## config.mk

```make
export PLATFORM = sky130hd
export DESIGN_NAME = touch_contact_slot_table_top
export DESIGN_NICKNAME = d
export VERILOG_FILES = /design/src/hw/rtl/tcst_pkg.sv /design/src/hw/rtl/tcst_ctrl.sv /design/src/hw/rtl/tcst_dp.sv /design/src/hw/rtl/touch_contact_slot_table_top.sv
export VERILOG_INCLUDE_DIRS = /design/src /design/src/hw/rtl
export SDC_FILE = /design/constraint.sdc
export NUM_CORES = 1
export LEC_CHECK = 0
export BUFFER_PORTS_ARGS = -buffer_cell sky130_fd_sc_hd__buf_2
export CAP_MARGIN = 20
export CORE_UTILIZATION = 45
export DETAILED_ROUTE_END_ITERATION = 7
export MAX_ROUTING_LAYER = met4
export PLACE_DENSITY_LB_ADDON = 0.2
export SLEW_MARGIN = 20
export SYNTH_ARGS = -nofsm -noshare
export SYNTH_HDL_FRONTEND = slang
export SYNTH_SLANG_ARGS = --single-unit
```

## constraint.sdc

```tcl
create_clock -name i_clk -period 4.77 [get_ports i_clk]
set_clock_uncertainty 0.15 [all_clocks]
set_input_delay 0.477 -clock i_clk [delete_from_list [all_inputs] [get_ports i_clk]]
set_output_delay 0.477 -clock i_clk [all_outputs]
set_load 0.05 [all_outputs]
```

## src/hw/rtl/touch_contact_slot_table_top_macros.svh

```systemverilog
// ----------------------------------------------------------------------------
// Touch contact slot table assertion macros
// Shared concurrent assertion forms used at the end of the top level.
// ----------------------------------------------------------------------------
`ifndef TOUCH_CONTACT_SLOT_TABLE_TOP_MACROS_SVH
`define TOUCH_CONTACT_SLOT_TABLE_TOP_MACROS_SVH

// Same-cycle implication, disabled while reset is asserted.
`define TCST_ASSERT_IMPLY(label, clk, rst_n, ante, cons, msg) \
    label: assert property (@(posedge clk) disable iff (!rst_n) (ante) |-> (cons)) \
        else $error(msg);

// Next-cycle implication, disabled while reset is asserted.
`define TCST_ASSERT_NEXT(label, clk, rst_n, ante, cons, msg) \
    label: assert property (@(posedge clk) disable iff (!rst_n) (ante) |=> (cons)) \
        else $error(msg);

`endif

```

## src/hw/rtl/tcst_pkg.sv

```systemverilog
`timescale 1ns / 1ps
// ----------------------------------------------------------------------------
// Touch contact slot table package
// Field widths, action and status codes, and controller/datapath interface
// structures.
// ----------------------------------------------------------------------------
package tcst_pkg;

    localparam int ID_W       = 16;
    localparam int POS_W      = 16;
    localparam int RANK_W     = 8;
    localparam int ACT_W      = 3;
    localparam int STATUS_W   = 2;
    localparam int CNT_OUT_W  = 4;
    localparam int IN_DATA_W  = 56;
    localparam int OUT_DATA_W = 88;

    localparam logic [ACT_W-1:0] ACT_DOWN   = 3'd0;
    localparam logic [ACT_W-1:0] ACT_MOVE   = 3'd1;
    localparam logic [ACT_W-1:0] ACT_UP     = 3'd2;
    localparam logic [ACT_W-1:0] ACT_CANCEL = 3'd3;
    localparam logic [ACT_W-1:0] ACT_KILL   = 3'd4;
    localparam logic [ACT_W-1:0] ACT_ORIGIN = 3'd5;
    localparam logic [ACT_W-1:0] ACT_QUERY  = 3'd6;

    localparam logic [STATUS_W-1:0] ST_OK      = 2'd0;
    localparam logic [STATUS_W-1:0] ST_DUP     = 2'd1;
    localparam logic [STATUS_W-1:0] ST_FULL    = 2'd2;
    localparam logic [STATUS_W-1:0] ST_UNKNOWN = 2'd3;

    typedef struct packed {
        logic load;
        logic find_step;
        logic apply;
        logic query_step;
        logic out_load;
    } t_cmd;

    typedef struct packed {
        logic last;
    } t_stat;

endpackage

```

## src/hw/rtl/tcst_ctrl.sv

```systemverilog
`timescale 1ns / 1ps
// ----------------------------------------------------------------------------
// Touch contact slot table controller
// Sequences lookup scan, update, query scan and result hand-off, and owns the
// input ready and output valid handshake signals.
// ----------------------------------------------------------------------------
module tcst_ctrl (
    input  logic          i_clk,
    input  logic          i_rst_n,
    input  logic          i_in_valid,
    output logic          o_in_ready,
    output logic          o_out_valid,
    input  logic          i_out_ready,
    output tcst_pkg::t_cmd o_cmd,
    input  tcst_pkg::t_stat i_stat
);
    import tcst_pkg::*;

    typedef enum logic [2:0] {
        S_IDLE,
        S_FIND,
        S_APPLY,
        S_QUERY,
        S_EMIT
    } t_state;

    t_state r_state, n_state;
    logic   r_out_valid, n_out_valid;
    t_cmd   w_cmd;

    always_comb begin
        w_cmd   = '0;
        n_state = r_state;
        case (r_state)
            S_IDLE: begin
                if (i_in_valid) begin
                    w_cmd.load = 1'b1;
                    n_state    = S_FIND;
                end
            end
            S_FIND: begin
                w_cmd.find_step = 1'b1;
                if (i_stat.last) begin
                    n_state = S_APPLY;
                end
            end
            S_APPLY: begin
                w_cmd.apply = 1'b1;
                n_state     = S_QUERY;
            end
            S_QUERY: begin
                w_cmd.query_step = 1'b1;
                if (i_stat.last) begin
                    n_state = S_EMIT;
                end
            end
            S_EMIT: begin
                if (!r_out_valid || i_out_ready) begin
                    w_cmd.out_load = 1'b1;
                    n_state        = S_IDLE;
                end
            end
            default: begin
                n_state = S_IDLE;
            end
        endcase
    end

    always_comb begin
        n_out_valid = r_out_valid;
        if (w_cmd.out_load) begin
            n_out_valid = 1'b1;
        end else if (i_out_ready) begin
            n_out_valid = 1'b0;
        end
    end

    always_ff @(posedge i_clk) begin
        if (!i_rst_n) begin
            r_state     <= S_IDLE;
            r_out_valid <= 1'b0;
        end else begin
            r_state     <= n_state;
            r_out_valid <= n_out_valid;
        end
    end

    assign o_cmd       = w_cmd;
    assign o_in_ready  = (r_state == S_IDLE);
    assign o_out_valid = r_out_valid;

endmodule

```

## src/hw/rtl/tcst_dp.sv

```systemverilog
`timescale 1ns / 1ps
// ----------------------------------------------------------------------------
// Touch contact slot table datapath
// Slot storage, serial id lookup, single-slot or clear-all update and serial rank
// query with the output result register.
// ----------------------------------------------------------------------------
module tcst_dp #(
    parameter int SLOTS = 8
) (
    input  logic                             i_clk,
    input  logic                             i_rst_n,
    input  tcst_pkg::t_cmd                   i_cmd,
    output tcst_pkg::t_stat                  o_stat,
    input  logic [tcst_pkg::IN_DATA_W-1:0]   i_in_data,
    input  logic [tcst_pkg::ACT_W-1:0]       i_in_user,
    output logic [tcst_pkg::OUT_DATA_W-1:0]  o_out_data
);
    import tcst_pkg::*;

    localparam int IW = (SLOTS > 1) ? $clog2(SLOTS) : 1;
    localparam int CW = $clog2(SLOTS + 1);
    localparam logic [IW-1:0] LAST_IDX = IW'(SLOTS - 1);

    logic [SLOTS-1:0]        r_valid;
    logic [ID_W-1:0]         r_slot_id      [SLOTS];
    logic signed [POS_W-1:0] r_slot_cur_x   [SLOTS];
    logic signed [POS_W-1:0] r_slot_cur_y   [SLOTS];
    logic signed [POS_W-1:0] r_slot_start_x [SLOTS];
    logic signed [POS_W-1:0] r_slot_start_y [SLOTS];

    logic [ACT_W-1:0]        r_action;
    logic [ID_W-1:0]         r_id;
    logic signed [POS_W-1:0] r_px;
    logic signed [POS_W-1:0] r_py;
    logic [RANK_W-1:0]       r_rank;

    logic [IW-1:0]           r_idx;
    logic                    r_hit_found;
    logic [IW-1:0]           r_hit_idx;
    logic                    r_free_found;
    logic [IW-1:0]           r_free_idx;

    logic [STATUS_W-1:0]     r_status;
    logic [CW-1:0]           r_count;
    logic                    r_found;
    logic [ID_W-1:0]         r_q_id;
    logic signed [POS_W-1:0] r_q_x;
    logic signed [POS_W-1:0] r_q_y;
    logic signed [POS_W-1:0] r_q_sx;
    logic signed [POS_W-1:0] r_q_sy;

    logic [OUT_DATA_W-1:0]   r_out_data;
    logic                    w_last;
    logic                    w_origin;

    assign w_last   = (r_idx == LAST_IDX);
    assign w_origin = (r_action == ACT_ORIGIN);

    always_ff @(posedge i_clk) begin
        if (i_cmd.load) begin
            r_action <= i_in_user;
            r_id     <= i_in_data[15:0];
            r_px     <= i_in_data[31:16];
            r_py     <= i_in_data[47:32];
            r_rank   <= i_in_data[55:48];
        end
    end

    always_ff @(posedge i_clk) begin
        if (i_cmd.load || ((i_cmd.find_step || i_cmd.query_step) && w_last)) begin
            r_idx <= '0;
        end else if (i_cmd.find_step || i_cmd.query_step) begin
            r_idx <= r_idx + IW'(1);
        end
    end

    always_ff @(posedge i_clk) begin
        if (i_cmd.load) begin
            r_hit_found  <= 1'b0;
            r_free_found <= 1'b0;
        end else if (i_cmd.find_step) begin
            if (r_valid[r_idx] && (r_slot_id[r_idx] == r_id) && !r_hit_found) begin
                r_hit_found <= 1'b1;
                r_hit_idx   <= r_idx;
            end
            if (!r_valid[r_idx] && !r_free_found) begin
                r_free_found <= 1'b1;
                r_free_idx   <= r_idx;
            end
        end
    end

    always_ff @(posedge i_clk) begin
        if (!i_rst_n) begin
            r_valid <= '0;
        end else if (i_cmd.apply) begin
            case (r_action)
                ACT_DOWN: begin
                    if (!r_hit_found && r_free_found) begin
                        r_valid[r_free_idx] <= 1'b1;
                    end
                end
                ACT_UP, ACT_CANCEL: begin
                    if (r_hit_found) begin
                        r_valid[r_hit_idx] <= 1'b0;
                    end
                end
                ACT_KILL: begin
                    r_valid <= '0;
                end
                default: begin
                end
            endcase
        end
    end

    always_ff @(posedge i_clk) begin
        if (i_cmd.apply) begin
            case (r_action)
                ACT_DOWN: begin
                    if (!r_hit_found && r_free_found) begin
                        r_slot_id[r_free_idx]      <= r_id;
                        r_slot_cur_x[r_free_idx]   <= r_px;
                        r_slot_cur_y[r_free_idx]   <= r_py;
                        r_slot_start_x[r_free_idx] <= r_px;
                        r_slot_start_y[r_free_idx] <= r_py;
                    end
                end
                ACT_MOVE: begin
                    if (r_hit_found) begin
                        r_slot_cur_x[r_hit_idx] <= r_px;
                        r_slot_cur_y[r_hit_idx] <= r_py;
                    end
                end
                default: begin
                end
            endcase
        end else if (i_cmd.query_step && w_origin && r_valid[r_idx]) begin
            r_slot_start_x[r_idx] <= r_slot_cur_x[r_idx];
            r_slot_start_y[r_idx] <= r_slot_cur_y[r_idx];
        end
    end

    always_ff @(posedge i_clk) begin
        if (i_cmd.apply) begin
            case (r_action)
                ACT_DOWN: begin
                    if (r_hit_found) begin
                        r_status <= ST_DUP;
                    end else if (!r_free_found) begin
                        r_status <= ST_FULL;
                    end else begin
                        r_status <= ST_OK;
                    end
                end
                ACT_MOVE, ACT_UP, ACT_CANCEL: begin
                    r_status <= r_hit_found ? ST_OK : ST_UNKNOWN;
                end
                default: begin
                    r_status <= ST_OK;
                end
            endcase
        end
    end

    always_ff @(posedge i_clk) begin
        if (i_cmd.apply) begin
            r_count <= '0;
            r_found <= 1'b0;
            r_q_id  <= '0;
            r_q_x   <= '0;
            r_q_y   <= '0;
            r_q_sx  <= '0;
            r_q_sy  <= '0;
        end else if (i_cmd.query_step && r_valid[r_idx]) begin
            r_count <= r_count + CW'(1);
            if (RANK_W'(r_count) == r_rank) begin
                r_found <= 1'b1;
                r_q_id  <= r_slot_id[r_idx];
                r_q_x   <= r_slot_cur_x[r_idx];
                r_q_y   <= r_slot_cur_y[r_idx];
                r_q_sx  <= w_origin ? r_slot_cur_x[r_idx] : r_slot_start_x[r_idx];
                r_q_sy  <= w_origin ? r_slot_cur_y[r_idx] : r_slot_start_y[r_idx];
            end
        end
    end

    always_ff @(posedge i_clk) begin
        if (i_cmd.out_load) begin
            r_out_data <= {1'b0, r_q_sy, r_q_sx, r_q_y, r_q_x, r_q_id, r_found,
                           CNT_OUT_W'(r_count), r_status};
        end
    end

    assign o_stat.last = w_last;
    assign o_out_data  = r_out_data;

endmodule

```

## src/hw/rtl/touch_contact_slot_table_top.sv

```systemverilog
`timescale 1ns / 1ps
// ----------------------------------------------------------------------------
// Touch contact slot table
// Table of touch contacts keyed by contact id with down, move, up, cancel,
// kill, reset-origin and query events, one result per event.
// ----------------------------------------------------------------------------
//  Channel  Direction  Transaction contents
//  s_axis   in         tuser: action; tdata: touch_id, pos_x, pos_y, query_rank
//  m_axis   out        tdata: status, touch_count, query_found, query_id,
//                      query_x, query_y, start_x, start_y
//
// From acceptance to a valid result, each event runs an id and free-slot scan over
// every slot, one update step, a rank query scan over every slot and one output
// load; a new event is not accepted until the previous result has been loaded.
// Reset clears the slot valid bits at once; there is no clearing pass.
// A new event is accepted while a result waits in the output register, and a
// stalled output holds the controller in its hand-off state.
// ----------------------------------------------------------------------------
`include "touch_contact_slot_table_top_macros.svh"

module touch_contact_slot_table_top #(
    parameter int SLOTS = 8
) (
    input  logic                            i_clk,
    input  logic                            i_rst_n,
    input  logic                            i_s_axis_tvalid,
    output logic                            o_s_axis_tready,
    // touch_id[15:0], pos_x[31:16], pos_y[47:32], query_rank[55:48]
    input  logic [tcst_pkg::IN_DATA_W-1:0]  i_s_axis_tdata,
    // action[2:0]
    input  logic [tcst_pkg::ACT_W-1:0]      i_s_axis_tuser,
    output logic                            o_m_axis_tvalid,
    input  logic                            i_m_axis_tready,
    // status[1:0], touch_count[5:2], query_found[6], query_id[22:7],
    // query_x[38:23], query_y[54:39], start_x[70:55], start_y[86:71]
    output logic [tcst_pkg::OUT_DATA_W-1:0] o_m_axis_tdata
);
    import tcst_pkg::*;

    t_cmd  w_cmd;
    t_stat w_stat;

    tcst_ctrl u_ctrl (
        .i_clk       (i_clk),
        .i_rst_n     (i_rst_n),
        .i_in_valid  (i_s_axis_tvalid),
        .o_in_ready  (o_s_axis_tready),
        .o_out_valid (o_m_axis_tvalid),
        .i_out_ready (i_m_axis_tready),
        .o_cmd       (w_cmd),
        .i_stat      (w_stat)
    );

    tcst_dp #(
        .SLOTS (SLOTS)
    ) u_dp (
        .i_clk      (i_clk),
        .i_rst_n    (i_rst_n),
        .i_cmd      (w_cmd),
        .o_stat     (w_stat),
        .i_in_data  (i_s_axis_tdata),
        .i_in_user  (i_s_axis_tuser),
        .o_out_data (o_m_axis_tdata)
    );

    `TCST_ASSERT_NEXT(a_busy_after_accept, i_clk, i_rst_n, i_s_axis_tvalid && o_s_axis_tready, !o_s_axis_tready, "input ready after an accepted transaction")
    `TCST_ASSERT_IMPLY(a_load_when_free, i_clk, i_rst_n, w_cmd.out_load, !o_m_axis_tvalid || i_m_axis_tready, "output register overwritten before taken")
    `TCST_ASSERT_NEXT(a_valid_after_load, i_clk, i_rst_n, w_cmd.out_load, o_m_axis_tvalid, "result loaded without output valid")
    `TCST_ASSERT_IMPLY(a_no_overlap, i_clk, i_rst_n, w_cmd.find_step, !w_cmd.query_step && !w_cmd.apply, "lookup scan overlaps update or query")

endmodule
```

=== Word level (Yosys, flattened, before mapping) ===
Memory sizes are Yosys's and may differ from the RTL's. A register that Yosys moved wholly into a read port is not among the register bits.
Cells that the tools add are included.

* Bitwise gates (word level): 4
* Equal/unequal tests: 18
* Magnitude comparators: 5
* Add/sub/neg operators: 2
* Multiplexer cells: 56
* Divide/modulo/power cells: 0
* Reductions and logical operators: 34
* $mul: 0
* Shift operators: 0

{| class="wikitable"
|+ Operator list
! cell !! count
|-
| $mux 16 || 4
|-
| $reduce_or 16->1 || 4
|-
| $mux 3 || 14
|-
| $mux 1 || 27
|-
| $pmux 8 s3 || 1
|-
| $eq 16x16->1 || 1
|-
| $mux 8 || 2
|-
| $pmux 3 s5 || 1
|-
| $eq 3x2->1 const B || 4
|-
| $eq 3x3->1 const B || 4
|-
| $lt 3x4->1 const B || 3
|-
| $logic_and 1x1->1 || 10
|-
| $ne 2x1->1 const B || 5
|-
| $and 8x8->8 || 1
|-
| $eq 4x8->1 || 1
|-
| $not 8->8 || 1
|-
| $or 8x8->8 || 1
|-
| $reduce_and 4->1 || 2
|-
| $demux 1 s3 || 2
|-
| $eq 3x1->1 const B || 2
|-
| $ge 3x1->1 const B || 2
|-
| $logic_not 3->1 || 2
|-
| $mux 2 || 3
|-
| $reduce_and 2->1 || 3
|-
| 13 further kinds || 19
|}

* Register bits: 224
* Memories kept: 5
* Output and inout port bits: 90
* Bits in read-only memories: 0
* Bits in latches: 0
* Memory bits (writable): 640

{| class="wikitable"
|+ Memory list
! memory !! words !! width !! rd ports !! clocked after memory_dff !! wr ports !! RTL line !! source
|-
| u_dp.r_slot_cur_x || 8 || 16 || 1 || 1 || 1 || tcst_dp.sv:26 || <nowiki>logic signed [POS_W-1:0] r_slot_cur_x [SLOTS];</nowiki>
|-
| u_dp.r_slot_cur_y || 8 || 16 || 1 || 1 || 1 || tcst_dp.sv:27 || <nowiki>logic signed [POS_W-1:0] r_slot_cur_y [SLOTS];</nowiki>
|-
| u_dp.r_slot_id || 8 || 16 || 1 || 1 || 1 || tcst_dp.sv:25 || <nowiki>logic [ID_W-1:0] r_slot_id [SLOTS];</nowiki>
|-
| u_dp.r_slot_start_x || 8 || 16 || 1 || 1 || 1 || tcst_dp.sv:28 || <nowiki>logic signed [POS_W-1:0] r_slot_start_x [SLOTS];</nowiki>
|-
| u_dp.r_slot_start_y || 8 || 16 || 1 || 1 || 1 || tcst_dp.sv:29 || <nowiki>logic signed [POS_W-1:0] r_slot_start_y [SLOTS];</nowiki>
|}

=== Longest topological paths before layout ===
* Depth in word-level cells: 9
* Depth in mapped cells: 11

=== Cells and area by module ===
A second synthesis with hierarchy kept.

* Cell total of the unflattened synthesis: 1,861
* Area total of the unflattened synthesis: 34,095.2 um2

{| class="wikitable"
|+ By module, submodules not included
! module !! times used !! cells an instance !! area each (um2)
|-
| tcst_dp || 1 || 1,836 || 33,868.7
|-
| tcst_ctrl || 1 || 25 || 226.5
|}

=== Least setup slack after synthesis ===
OpenSTA, ideal clock, no wires.

* Kind: reg-to-reg
* Start point: register u_dp.r_idx[1]
* End point: memory u_dp.r_slot_start_x[1][0], enable pin
* Required time: 4.148 ns
* Cell stages (with the launch flop): 10
* Path slack: -0.531 ns
* Path buffers: 4
* Data arrival time: 4.679 ns
* Path through: dfxtp_1 -> buf_4 -> mux4_2 -> o2bb2ai_1 -> or4_4 -> buf_6 -> or3_1 -> clkbuf_1 -> buf_2 -> o32ai_1

* Longest elaborated chain between the ends: 8
* Elaborated cells on any way between the ends: 9
* Classes of those cells: 7 x mux; 2 x reduce/logical

{| class="wikitable"
|+ Ends and longest elaborated chain
! element !! RTL line !! source
|-
| start: declaration || tcst_dp.sv:37 || <nowiki>logic [IW-1:0] r_idx;</nowiki>
|-
| start signal: assignment || tcst_dp.sv:73 || <nowiki>r_idx <= r_idx + IW'(1);</nowiki>
|-
| $bmux 1 s3 || tcst_dp.sv:138 || <nowiki>end else if (i_cmd.query_step && w_origin && r_valid[r_idx]) begin</nowiki>
|-
| $mux 1 (implied by the code) || tcst_dp.sv:138 ||
|-
| $logic_and 1x1->1 || tcst_dp.sv:138 ||
|-
| $mux 1 || tcst_dp.sv:138 ||
|-
| $mux 1 || tcst_dp.sv:118 || <nowiki>if (i_cmd.apply) begin</nowiki>
|-
| $mux 1 (implied by the code) || tcst_dp.sv:139 || <nowiki>r_slot_start_x[r_idx] <= r_slot_cur_x[r_idx];</nowiki>
|-
| $reduce_or 16->1 (no source line) || n/a ||
|-
| $mux 3 (no source line) or $mux 1 (tied branches) || n/a ||
|-
| end: declaration || tcst_dp.sv:28 ||
|}

Parallel ways exist; a longest one is shown, timed or not. The select of a mux whose other input is x is not followed.

=== Final worst setup path ===
* Start point: register u_dp.r_idx[1]
* End point: memory u_dp.r_slot_start_y[1][5], enable pin

* Longest elaborated chain between the ends: 8
* Elaborated cells on any way between the ends: 9
* Classes of those cells: 7 x mux; 2 x reduce/logical

{| class="wikitable"
|+ Ends and longest elaborated chain
! element !! RTL line !! source
|-
| $bmux 1 s3 || tcst_dp.sv:138 ||
|-
| $mux 1 (implied by the code) || tcst_dp.sv:138 ||
|-
| $logic_and 1x1->1 || tcst_dp.sv:138 ||
|-
| $mux 1 || tcst_dp.sv:138 ||
|-
| $mux 1 || tcst_dp.sv:118 ||
|-
| $mux 1 (implied by the code) || tcst_dp.sv:140 || <nowiki>r_slot_start_y[r_idx] <= r_slot_cur_y[r_idx];</nowiki>
|-
| $reduce_or 16->1 (no source line) || n/a ||
|-
| $mux 3 (no source line) or $mux 1 (tied branches) || n/a ||
|-
| end: declaration || tcst_dp.sv:29 ||
|}

Parallel ways exist; a longest one is shown, timed or not. The select of a mux whose other input is x is not followed.

==> impl_summary.txt <==
----------------------------------------------------
[Outcome]
  Run status ... finished, violations left
  Violated checks ... design-rule violations

[Route]
  Number of nets with antenna violations after detailed routing ... 0
  DR pass1 iterations ... 8
  Number of DRC violations after detailed-routing iteration 0 ... 1298
  DR vias/cell ... 5.55
  Number of remaining DRC errors ... 11
  Vias post-DR ... 17100
  Routed len/inst ... 25.3 µm
  Routed wire length ... 77.8 mm

[Pwr]
  Cell leakage power ... 0.0129 µW
  Areal power density over the cells ... 436 nW/µm²
  Worst VDD drop ... 0.000293 V
  Tot Pwr ... 17200 µW

[Finish]
  Post-route cell area ... 39500 µm²
  Area growth from synthesis to layout ... 17.6%
  Fraction of layout cells with a size suffix above 1 ... 0.257
  Number of antenna diodes ... 0
  Final net count ... 2108
  Final std cells w/o fill ... 3080

[Timing]
  RSZ-0062 raised after global routing ... false
  Worst max-slew margin expressed relative to the limit ... 0.286
  Setup violators final ... 0
  Part of the cycle the worst path needs ... 0.747
  Final setup TNS ... 0 ns
  Final hold vios ... 0
  Transition at the pin with the smallest max-transition slack ... 1.07 ns
  Final min period ... 3.56 ns
  Worst hold margin ... 0.0512 ns
  FMAX ... 281 MHz
  Count of pins over their slew limit ... 0

[Die]
  Row count ... 99
  Die Y-Extent ... 275 µm
  Chip width ... 275 µm
  Initial core utilization ... 0.458
  Total I/O pin count ... 153
  Area enclosed by the die boundary ... 75700 µm²
  Standard cell core area ... 73300 µm²

[Clock network]
  CTS Buffer Depth ... 3
  Setup fix buffers added after clock tree synthesis ... 0
  Insertion delay of the later-clocked pin in the worst-skew pair ... 0.64 ns
  Quantity of gates resized following cts ... 0
  Number of buffers created by CTS ... 92
  Clock sinks ... 899
  Library cell used as clock root buffer ... sky130_fd_sc_hd__clkbuf_16
  CTS tree ... done
  H-tree levels ... 3
  Clock-pin slew on the worst setup and hold paths ... 0.06 ns

[Worst setup path]
  Critical path arrival ... 3.66 ns
  CP required ... 4.87 ns
  Critical Setup Path Class ... register to register
  Critical Path Fanout Max ... 32
  Type of element launching the critical path ... register
  Crit path capture type ... register

[Global routing]
  Number of antenna violations at the first check in global routing ... 0
  Global-route usage over all layers ... 0.215
  Vias in the first global route ... 17500
  Maximum number of pins on one net before global-route repair ... 69
  Global-route congestion overflow total ... 0
  First-pass GRT wire length ... 114 mm

[Yosys]
  Synth Cell Area ... 33600 µm²
  Ys flop type ... sky130_fd_sc_hd__edfxtp_1
  Number of register bits inferred by synthesis ... 899
  Fraction of post-synthesis cell area in the top cell type by area ... 0.710
  Total number of yosys warnings ... 0
  Most numerous cell in the Yosys netlist ... sky130_fd_sc_hd__edfxtp_1
  Mean instance size in the synthesized netlist ... 18.7 µm²
  Post-synth EDFFs ... 794
  Cell taking the most area after synthesis ... sky130_fd_sc_hd__edfxtp_1
  Count of mapped cells out of synthesis ... 1795
  Post-Syn Nets ... 1861
  Top cells by area, synth ... sky130_fd_sc_hd__edfxtp_1 (71%), sky130_fd_sc_hd__mux4_2 (9.6%), sky130_fd_sc_hd__dfxtp_1 (6.3%)
  Number of unique standard cell types used by synthesis ... 48
  Proportion of synthesized flip-flops having asynchronous set or reset ... 0
  Fraction of the yosys area taken by sequential cells ... 0.773
  Top cells by count, synth ... sky130_fd_sc_hd__edfxtp_1 (794), sky130_fd_sc_hd__nor2_1 (192), sky130_fd_sc_hd__mux4_2 (143)

[Flow run]
  Maximum Capacitance Violations ... 0

[Min path]
  Class of the tightest hold or removal check ... input port to register

[Place]
  Cell Count Post-Placement ... 2847
  Cell area reported after detailed placement ... 35700 µm²
  Buffers on Ports ... 151
  Post-detailed-placement half-perimeter wirelength ... 45.7 mm
  Routability cong. ... 0.820

----------------------------------------------------
cell type report:
class                   instances  area [µm²]
inverters                      12        45.0
clock buffers                 122        2560
fillers                      5807       33800
well taps                     959        1200
multi-input cells             785        7380
flip-flops and latches        899       26000
clock inverters                51         614
repair buffers                252        1730
through the flow:
stage,worst slack [ns],util
CTS,1.19,0.538
global placement,1.26,0.487
finish,1.21,0.538
detailed placement,1.20,0.487
floorplan,-0.531,-
global route,0.999,0.538
cells by family after synthesis:
logic type,Yosys count,synth area share
other,1,0.000112
DFF,899,0.773
and+or+nand+nor,352,0.0454
xor gates and xnor gates,24,0.00626
adders and majority gates,3,0.00112
muxes,253,0.130
AOI/OAI and AO/OA,152,0.0300
buffers and inverters,111,0.0143
power by group:
group          total [µW]  switching, µW  internal (µW)
combinational        1010            512            499
sequential           8730            137           8590
clock                7470           2980           4490
total               17200           3630          13600
critical path, cell delays in order (launching register included):
cell and delay, ns:
sky130_fd_sc_hd__dfxtp_2 0.37, sky130_fd_sc_hd__mux4_2 0.34, sky130_fd_sc_hd__o2bb2ai_1 0.08, sky130_fd_sc_hd__or4_4 0.61, sky130_fd_sc_hd__or3_2 0.76, sky130_fd_sc_hd__o32ai_4 0.33, sky130_fd_sc_hd__buf_4 0.52
path summary, 6_finish.rpt:
| check | end | start | cells past startpoint | slack [ns] |
|---|---|---|---|---|
| worst max register to register | u_dp.r_slot_start_y[1][5] | u_dp.r_idx[1] | 6 | 1.21 |
| worst min-delay path | u_dp.r_valid[1] | i_rst_n | 2 | 0.05 |
| worst min register to register | u_dp.o_out_data[1] | u_dp.r_status[1] | 0 | 0.27 |
| worst max-delay path | u_dp.r_slot_start_y[1][5] | u_dp.r_idx[1] | 6 | 1.21 |
flip-flops by register name, summed over array words and instances, names as in the netlist, 4 cells and up, named ones only:
signal,cells
u_dp.r_q_id,16
u_dp.r_py,16
u_dp.r_slot_cur_x,128
u_dp.r_valid,8
u_dp.r_px,16
u_dp.r_id,16
u_dp.r_q_sy,16
u_dp.r_slot_start_y,128
u_dp.r_q_sx,16
u_dp.r_slot_cur_y,128
u_dp.r_slot_start_x,128
u_dp.r_rank,8
u_dp.r_q_y,16
u_dp.r_count,4
u_dp.r_q_x,16
u_dp.o_out_data,87
u_dp.r_slot_id,128
metal layers:
| layer | wire length (µm) | GRT usage | up-vias |
|---|---|---|---|
| met3 | 3790 | 0.0323 | 121 |
| met1 | 32100 | 0.274 | 8929 |
| li1 | - | - | 7563 |
| met5 | 0 | - | - |
| met2 | 40000 | 0.360 | 493 |
| met4 | 1860 | 0.0592 | 0 |
placed cells by master, fill, tap and decap left out, drive strengths merged, types with 3 or more instances in the layout:
cell	synthesis	final
nor3b	4	4
or3	4	4
clkinv	0	30
dfxtp	105	105
bufinv	0	13
a221oi	8	8
a211o	32	32
a21oi	62	62
o21a	4	4
a22oi	3	3
inv	12	15
nor4	5	5
mux2	40	40
xor2	9	9
a211oi	6	6
a21boi	7	7
buf	35	192
dlygate4sd3	0	60
mux2i	70	70
nand4	3	3
nor2	192	192
o21ai	14	14
clkbuf	64	122
a22o	5	5
nand2	68	68
mux4	143	143
o22ai	3	3
nand3	11	11
edfxtp	794	794
or4	3	3
ha	3	3
xnor2	15	15
nand2b	4	4
clkinvlp	0	5
nor3	42	42
nor2b	9	9
timing repair:
item / in CTS / in global routing
endpoints found under the hold margin: 60 / 0
hold buffers: 60 / 0
setup endpoints to repair: 0 / 0
Power figures use the tool's default switching activity.
